`config.mk`:
```
export PLATFORM = sky130hd
export DESIGN_NAME = recursive_median5_row_filter
export DESIGN_NICKNAME = d
export VERILOG_FILES = /design/src/design/rm5_pkg.sv /design/src/design/rm5_front.sv /design/src/design/rm5_queue.sv /design/src/design/rm5_back.sv /design/src/design/recursive_median5_row_filter.sv
export SDC_FILE = /design/constraint.sdc
export NUM_CORES = 1
export LEC_CHECK = 0
export BUFFER_PORTS_ARGS = -buffer_cell sky130_fd_sc_hd__buf_2
export CORE_MARGIN = 2
export CORE_UTILIZATION = 50
export CTS_BUF_LIST = sky130_fd_sc_hd__clkbuf_8
export DETAILED_ROUTE_END_ITERATION = 8
export PLACE_DENSITY = 0.7
export SLEW_MARGIN = 20
export SYNTH_ARGS = -nofsm -noshare
export SYNTH_HDL_FRONTEND = slang
export SYNTH_SLANG_ARGS = --single-unit
```
`constraint.sdc`:
```
create_clock -name clk -period 4.3 [get_ports clk]
set_input_delay 0 -clock clk [delete_from_list [all_inputs] [get_ports clk]]
set_output_delay 0 -clock clk [all_outputs]
set_load 0.02 [all_outputs]
```
`src/design/rm5_pkg.sv`:
```
`timescale 1ns / 1ps

package rm5_pkg;

  // Width of the pixel fields on the ports.
  localparam int FIELD_BITS = 16;

  // Median window and the rank of its middle element.
  localparam int WINDOW      = 5;
  localparam int MEDIAN_RANK = 2;

  // One input can cause up to three output beats.
  localparam int MAX_RESULTS = 3;
  localparam int RUN_BITS    = 2;

  // Column counter saturates once the window is full.
  localparam int          COL_BITS   = 3;
  localparam logic [2:0]  COL_ONE    = 3'd1;
  localparam logic [2:0]  COL_TWO    = 3'd2;
  localparam logic [2:0]  COL_FULL   = 3'd4;

  // Run length codes for one queued entry.
  localparam logic [1:0]  RUN_NONE   = 2'd0;
  localparam logic [1:0]  RUN_ONE    = 2'd1;
  localparam logic [1:0]  RUN_TWO    = 2'd2;
  localparam logic [1:0]  RUN_THREE  = 2'd3;

  // Control half of a queued entry: how many beats, and whether it ends a row.
  typedef struct packed {
    logic [RUN_BITS-1:0] count;
    logic                row_end;
  } run_ctl_t;

  localparam int CTL_BITS = RUN_BITS + 1;

endpackage

```
`src/design/rm5_front.sv`:
```
`timescale 1ns / 1ps

module rm5_front import rm5_pkg::*; #(
  parameter int PIXEL_BITS = 16
) (
  input  logic                              clk,
  input  logic                              rst,
  input  logic                              in_valid,
  output logic                              in_ready,
  input  logic [FIELD_BITS-1:0]             pixel,
  input  logic                              end_of_row,
  input  logic                              q_full,
  output logic                              push,
  output logic [MAX_RESULTS*PIXEL_BITS-1:0] push_pix,
  output run_ctl_t                          push_ctl
);

  logic [PIXEL_BITS-1:0] prev_out_two;
  logic [PIXEL_BITS-1:0] prev_out_one;
  logic [PIXEL_BITS-1:0] raw_first;
  logic [PIXEL_BITS-1:0] raw_second;
  logic [COL_BITS-1:0]   column_count;
  logic [COL_BITS-1:0]   column_count_next;

  logic [PIXEL_BITS-1:0] x;
  logic [PIXEL_BITS-1:0] win [WINDOW];
  logic [WINDOW-1:0]     is_mid;
  logic [PIXEL_BITS-1:0] med;
  logic [PIXEL_BITS-1:0] y;
  logic                  has_y;
  logic                  accept;
  logic [PIXEL_BITS-1:0] res [MAX_RESULTS];

  assign x        = pixel[PIXEL_BITS-1:0];
  assign in_ready = !q_full;
  assign accept   = in_valid && in_ready;

  // Window of two earlier results and three raw pixels.
  assign win[0] = prev_out_two;
  assign win[1] = prev_out_one;
  assign win[2] = raw_first;
  assign win[3] = raw_second;
  assign win[4] = x;

  // Stable rank of each window element from one level of parallel compares;
  // ties are broken by position, so exactly one element holds the middle rank.
  always_comb begin
    int rank;
    for (int i = 0; i < WINDOW; i++) begin
      rank = 0;
      for (int j = 0; j < WINDOW; j++) begin
        if (j < i) begin
          if (win[j] <= win[i]) rank = rank + 1;
        end else if (j > i) begin
          if (win[j] < win[i]) rank = rank + 1;
        end
      end
      is_mid[i] = (rank == MEDIAN_RANK);
    end
  end

  // Pick the middle element with an and-or mux.
  always_comb begin
    med = '0;
    for (int i = 0; i < WINDOW; i++) begin
      med = med | (win[i] & {PIXEL_BITS{is_mid[i]}});
    end
  end

  assign has_y = (column_count >= COL_TWO);
  assign y     = (column_count >= COL_FULL) ? med : raw_first;

  // Lay out the beats this input causes, in output order.
  always_comb begin
    res[0]   = y;
    res[1]   = raw_second;
    res[2]   = x;
    push_ctl = '{count: RUN_NONE, row_end: end_of_row};
    if (has_y) begin
      push_ctl.count = end_of_row ? RUN_THREE : RUN_ONE;
    end else if (end_of_row) begin
      if (column_count >= COL_ONE) begin
        res[0]         = raw_second;
        res[1]         = x;
        push_ctl.count = RUN_TWO;
      end else begin
        res[0]         = x;
        push_ctl.count = RUN_ONE;
      end
    end
  end

  for (genvar k = 0; k < MAX_RESULTS; k++) begin : g_pack
    assign push_pix[k*PIXEL_BITS +: PIXEL_BITS] = res[k];
  end

  assign push = accept && (push_ctl.count != RUN_NONE);

  // Column count clears at the end of a row and saturates once full.
  always_comb begin
    column_count_next = column_count;
    if (end_of_row) begin
      column_count_next = '0;
    end else if (column_count < COL_FULL) begin
      column_count_next = column_count + COL_ONE;
    end
  end

  always_ff @(posedge clk) begin
    if (rst) begin
      prev_out_two <= '0;
      prev_out_one <= '0;
      raw_first    <= '0;
      raw_second   <= '0;
      column_count <= '0;
    end else if (accept) begin
      if (has_y) begin
        prev_out_two <= prev_out_one;
        prev_out_one <= y;
      end
      raw_first    <= raw_second;
      raw_second   <= x;
      column_count <= column_count_next;
    end
  end

endmodule

```
`src/design/rm5_queue.sv`:
```
`timescale 1ns / 1ps

module rm5_queue #(
  parameter int WIDTH = 8,
  parameter int DEPTH = 4
) (
  input  logic                       clk,
  input  logic                       rst,
  input  logic                       push,
  input  logic [WIDTH-1:0]           wdata,
  input  logic                       pop,
  output logic [WIDTH-1:0]           rdata,
  output logic                       not_empty,
  output logic                       full,
  output logic [$clog2(DEPTH+1)-1:0] count
);

  localparam int PTR_BITS = $clog2(DEPTH);
  localparam int CNT_BITS = $clog2(DEPTH + 1);

  logic [WIDTH-1:0]    slots [DEPTH];
  logic [PTR_BITS-1:0] wr_ptr;
  logic [PTR_BITS-1:0] rd_ptr;
  logic                do_pop;

  assign not_empty = (count != '0);
  assign full      = (count == CNT_BITS'(DEPTH));
  assign rdata     = slots[rd_ptr];
  assign do_pop    = pop && not_empty;

  // Entry storage needs no reset.
  always_ff @(posedge clk) begin
    if (push) begin
      slots[wr_ptr] <= wdata;
    end
  end

  // Pointers wrap at the depth; the count tracks occupancy.
  always_ff @(posedge clk) begin
    if (rst) begin
      wr_ptr <= '0;
      rd_ptr <= '0;
      count  <= '0;
    end else begin
      if (push) begin
        wr_ptr <= (wr_ptr == PTR_BITS'(DEPTH - 1)) ? '0 : wr_ptr + 1'b1;
      end
      if (do_pop) begin
        rd_ptr <= (rd_ptr == PTR_BITS'(DEPTH - 1)) ? '0 : rd_ptr + 1'b1;
      end
      if (push && !do_pop) begin
        count <= count + 1'b1;
      end else if (do_pop && !push) begin
        count <= count - 1'b1;
      end
    end
  end

endmodule

```
`src/design/rm5_back.sv`:
```
`timescale 1ns / 1ps

module rm5_back import rm5_pkg::*; #(
  parameter int PIXEL_BITS = 16
) (
  input  logic                              clk,
  input  logic                              rst,
  input  logic                              head_valid,
  input  logic [MAX_RESULTS*PIXEL_BITS-1:0] head_pix,
  input  run_ctl_t                          head_ctl,
  output logic                              pop,
  output logic                              out_valid,
  input  logic                              out_ready,
  output logic [FIELD_BITS-1:0]             out_pixel,
  output logic                              out_row_end,
  output logic                              out_last_of_run
);

  logic [RUN_BITS-1:0]   beat_idx;
  logic [PIXEL_BITS-1:0] res [MAX_RESULTS];
  logic                  is_last;
  logic                  out_fire;

  for (genvar k = 0; k < MAX_RESULTS; k++) begin : g_unpack
    assign res[k] = head_pix[k*PIXEL_BITS +: PIXEL_BITS];
  end

  // The head entry is shown one beat at a time.
  assign is_last         = (beat_idx == head_ctl.count - 1'b1);
  assign out_valid       = head_valid;
  assign out_pixel       = FIELD_BITS'(res[beat_idx]);
  assign out_last_of_run = is_last;
  assign out_row_end     = is_last && head_ctl.row_end;
  assign out_fire        = out_valid && out_ready;
  assign pop             = out_fire && is_last;

  // Beat index steps through the run and returns to zero on its last beat.
  always_ff @(posedge clk) begin
    if (rst) begin
      beat_idx <= '0;
    end else if (out_fire) begin
      beat_idx <= is_last ? '0 : beat_idx + 1'b1;
    end
  end

endmodule

```
`src/design/recursive_median5_row_filter.sv`:
```
`timescale 1ns / 1ps

// Channel  Handshake              Payload
// input    in_valid / in_ready    pixel, end_of_row
// output   out_valid / out_ready  out_pixel, out_row_end, out_last_of_run
//
// One input beat is accepted per cycle while the run queue has room; the median
// feedback closes through the two result registers in the front.
// Each queued run drains at one output beat per cycle while out_ready is high, so
// an end-of-row input holds the output side for all of its beats, up to three.
// An accepted input's beats are registered in the run queue before they are shown.
// Reset clears the row state, the queue and the beat index.
// Output stalls fill the queue and only then drop in_ready.

module recursive_median5_row_filter import rm5_pkg::*; #(
  parameter int PIXEL_BITS  = 16,
  parameter int QUEUE_DEPTH = 4
) (
  input  logic                  clk,
  input  logic                  rst,
  input  logic                  in_valid,
  output logic                  in_ready,
  input  logic [FIELD_BITS-1:0] pixel,
  input  logic                  end_of_row,
  output logic                  out_valid,
  input  logic                  out_ready,
  output logic [FIELD_BITS-1:0] out_pixel,
  output logic                  out_row_end,
  output logic                  out_last_of_run
);

  localparam int PIX_VEC  = MAX_RESULTS * PIXEL_BITS;
  localparam int Q_WIDTH  = CTL_BITS + PIX_VEC;
  localparam int CNT_BITS = $clog2(QUEUE_DEPTH + 1);

  logic                q_push;
  logic                q_pop;
  logic                q_full;
  logic                q_not_empty;
  logic [CNT_BITS-1:0] q_count;
  logic [PIX_VEC-1:0]  push_pix;
  run_ctl_t            push_ctl;
  logic [Q_WIDTH-1:0]  q_wdata;
  logic [Q_WIDTH-1:0]  q_rdata;
  run_ctl_t            head_ctl;
  logic [PIX_VEC-1:0]  head_pix;

  rm5_front #(
    .PIXEL_BITS(PIXEL_BITS)
  ) u_front (
    .clk       (clk),
    .rst       (rst),
    .in_valid  (in_valid),
    .in_ready  (in_ready),
    .pixel     (pixel),
    .end_of_row(end_of_row),
    .q_full    (q_full),
    .push      (q_push),
    .push_pix  (push_pix),
    .push_ctl  (push_ctl)
  );

  assign q_wdata = {push_ctl, push_pix};

  rm5_queue #(
    .WIDTH(Q_WIDTH),
    .DEPTH(QUEUE_DEPTH)
  ) u_queue (
    .clk      (clk),
    .rst      (rst),
    .push     (q_push),
    .wdata    (q_wdata),
    .pop      (q_pop),
    .rdata    (q_rdata),
    .not_empty(q_not_empty),
    .full     (q_full),
    .count    (q_count)
  );

  assign head_ctl = run_ctl_t'(q_rdata[Q_WIDTH-1:PIX_VEC]);
  assign head_pix = q_rdata[PIX_VEC-1:0];

  rm5_back #(
    .PIXEL_BITS(PIXEL_BITS)
  ) u_back (
    .clk            (clk),
    .rst            (rst),
    .head_valid     (q_not_empty),
    .head_pix       (head_pix),
    .head_ctl       (head_ctl),
    .pop            (q_pop),
    .out_valid      (out_valid),
    .out_ready      (out_ready),
    .out_pixel      (out_pixel),
    .out_row_end    (out_row_end),
    .out_last_of_run(out_last_of_run)
  );

`ifndef SYNTH
  // Occupancy never passes the queue depth.
  a_count_bound: assert property (@(posedge clk) disable iff (rst)
    q_count <= CNT_BITS'(QUEUE_DEPTH))
    else $error("run queue occupancy out of range");

  // A push without a pop grows the queue by exactly one entry.
  a_count_step: assert property (@(posedge clk) disable iff (rst)
    q_push && !q_pop |=> q_count == $past(q_count) + 1'b1)
    else $error("run queue count did not follow a push");

  // A row end is always the final beat of its run.
  a_row_end_last: assert property (@(posedge clk) disable iff (rst)
    out_valid && out_row_end |-> out_last_of_run)
    else $error("row end beat is not the last of its run");

  // A queued entry always carries at least one beat.
  a_nonempty_run: assert property (@(posedge clk) disable iff (rst)
    q_not_empty |-> head_ctl.count != RUN_NONE)
    else $error("empty run reached the output side");
`endif

endmodule
```
==> summary.txt <==
Outcome
  – Status: complete, but fails checks
  – Failing checks: negative setup slack

Global routing
  – Initial antenna violation count: 0
  – Global-route wire length before repair: 68100 um
  – Pin count of the biggest net entering global routing: 49
  – Vias in the first global route: 12.4k
  – Total grt overflow: 0
  – Overall routing resource usage: 26.2%

Timing
  – Setup Skew: 19.6 ps
  – Final setup viols: 78
  – Final Hold Fails: 0
  – Least-Margin Pin Slew: 1360 ps
  – Fmax: 221 MHz
  – Slew Viols, Final: 0
  – Tcrit/Tclk final: 105%
  – Slew Limit Headroom: 8.34%
  – RSZ-0062 raised after global routing: yes
  – Fin crit period: 4520 ps
  – Worst setup margin: -220 ps
  – Post-route setup TNS: -10370 ps

Floorplan
  – Row cnt: 65
  – Die H: 183 um
  – Initial Utilization: 50.9%
  – Total Die Area: 33600 um2
  – IO Pins: 41
  – Core area: 31600 um2
  – Die W: 183 um

Cells and area
  – Share of cells above drive strength 1: 33.2%
  – Final antenna diode count: 0
  – # nets final: 1901
  – Non-filler cells, final: 2128
  – Area grow syn2layout: 27.2%
  – Most common cell after layout, fill and taps aside: buf_4
  – Highest-count cells in the layout ignoring fill and taps: 228 x buf_4, 204 x edfxtp_1, 164 x ha_1
  – Final Instance Area: 20500 um2

Drt
  – Highest Signal Layer: met4
  – Number of remaining DRC errors: 0
  – Met2 WL: 20400 um
  – M1 WL: 20000 um
  – Post-route ant nets: 0
  – Met3 Wirelength: 2640 um
  – Drt pass-1 iters: 5
  – Drt wl/cell: 20.8 um
  – Starting DRT DRC Count: 955
  – DR vias/cell: 5.87
  – Vias: 12.5k
  – Drt total wl: 44200 um

Synth
  – Synthesized area: 16100 um2
  – #FFs+latches synth: 282
  – Area contributors post-synth: edfxtp_1 38%, ha_1 14%, dfxtp_1 9.7%
  – Register area share after synthesis: 47.8%
  – Top cell type's share of synthesized area: 38.1%
  – FFs w/ async S/R, synth: 0%
  – Post-synth EDFFs: 204
  – Net count after synthesis: 1608
  – Synth warnings: 0
  – Ys flop type: edfxtp_1
  – Synth Instances: 1402
  – Mean Syn Cell Area: 11.5 um2
  – Synth cell types: 70
  – Cell taking the most area after synthesis: edfxtp_1

Clock network
  – Clk root buf: clkbuf_8
  – Clock transition at path regs: 70 ps
  – CTS tree: built
  – CTS Sinks: 282
  – Worst-Skew Late Latency: 560 ps
  – H-tree levels: 2
  – Maximum clock path buffer count: 3
  – Total CTS buffers: 46

Critical path
  – Arrival time worst endpoint: 4990 ps
  – Startpoint types: register
  – Setup Crit Path Kind: reg2reg
  – CP endpoint kind: register
  – Critical path peak fanout: 6
  – Required @ worst endpoint: 4770 ps

Power
  – Leak pwr: 7.91 nW
  – Total power: 8.17 mW
  – Cell Pwr Density: 399 nW/um2
  – Worst vdd ir: 406 uV

Placed design
  – Post-Place Cells: 2010
  – Post-place instance area: 18500 um2
  – Gpl congestion: 0.948
  – Dpl hpwl: 31300 um
  – Port bufs: 40
  – Post-place setup slack: -679 ps

Flow run
  – Max_cap viols: 0

Worst hold path
  – Worst Hold Class: in2reg
[synth_stat cells, types with 5 or more instances]
cell and instances:
nor4_1 5, nor2b_1 9, o21ai_0 48, ha_1 184, a2111oi_2 10, o21a_1 16, nand3_1 9, o22ai_1 18
nand4_1 24, nand2_1 165, a21o_1 16, a32o_1 7, and2_1 25, a2111oi_0 5, mux2i_1 26, nor2_1 66
nor3_1 25, dfxtp_1 78, edfxtp_1 204, nand2b_1 7, a32o_2 9, nor3b_1 5, a21oi_1 125, a211oi_2 11
clkbuf_1 42, mux4_2 51, or3_1 5, buf_1 9, inv_1 103, a211oi_1 22
[critical path: stages, from the launching register on]
cell and delay (ps):
dfxtp_4 370, inv_1 80, buf_4 140, ha_1 280
nor2b_1 130, o21ai_1 110, nand2b_1 90, a21oi_2 140
buf_4 130, a21oi_1 80, o21ai_1 170, nand2_1 130
ha_4 250, buf_4 140, nor4b_1 1070, o22a_4 390
buf_6 140, and2_1 160, a2111oi_4 70, buf_4 150
a211oi_2 220
[worst paths after layout]
path / cells past startpoint / startpoint / slack (ps) / end
hold reg to reg: 2 / u_queue.rd_ptr[0] / 510 / register
setup reg to reg: 20 / u_front.prev_out_one[1] / -220 / u_front.prev_out_one[12]
setup / recovery: 20 / u_front.prev_out_one[1] / -220 / u_front.prev_out_one[12]
hold / removal: 3 / pixel[1] / 60 / u_queue.slots[3][33]
[through the flow]
step                hold WS [ps]  util, %
finish                      57.5     64.7
floorplan                   96.6        -
global route                43.9     64.7
CTS                         6.22     63.4
detailed placement           370     58.4
global placement             353     58.4
[power by group]
group | internal, mW | total (mW) | switching [mW]
Sequential | 3.08 | 3.16 | 0.0817
Clock | 1.19 | 2.26 | 1.07
Combinational | 1.30 | 2.75 | 1.45
Total | 5.57 | 8.17 | 2.60
[cells by family (layout without fill, tap and decap cells)]
kind of cell | Yosys count | in the layout | share of synthesized area, %
AO/OA/AOI/OAI | 320 | 321 | 13.8
buffers and inverters | 160 | 483 | 3.83
adder cells (fa/ha/maj) | 185 | 185 | 14.4
flip-flops | 282 | 282 | 47.8
AND/OR/NAND/NOR | 369 | 369 | 10.9
multiplexers | 78 | 78 | 8.82
XOR/XNOR | 8 | 8 | 0.435
[registers in the layout (all words and copies together), names as in the netlist, named ones only]
register	flops
u_queue.count	3
u_front.raw_first	16
u_back.beat_idx	2
u_queue.rd_ptr	2
u_front.prev_out_two	16
u_queue.wr_ptr	2
u_front.prev_out_one	16
u_queue.slots	204
u_front.column_count	3
u_front.raw_second	16
[final cells by class]
| class | count | area (um2) |
|---|---|---|
| clock inverter | 29 | 183 |
| fill | 2339 | 11200 |
| sequential | 282 | 7720 |
| clock buffer | 50 | 688 |
| multi-input combinational | 961 | 8700 |
| tap | 402 | 503 |
| timing repair buffer | 301 | 2300 |
| inverter | 103 | 394 |
[timing repair]
action	CTS	global route
setup buffers	13	13
pin swaps	37	26
setup endpoints to repair	80	80
resized for setup	93	79
gates cloned	1	1
hold buffers	17	1
endpoints found under the hold margin	96	13
[per-layer routing]
layer  track usage (%)  vias up
met5                 0        -
met4              7.90        0
met3              3.33       81
met2              42.0      423
met1              37.3     6108
li1                  -     5888
No activity file was read; power rests on OpenSTA's default activity.
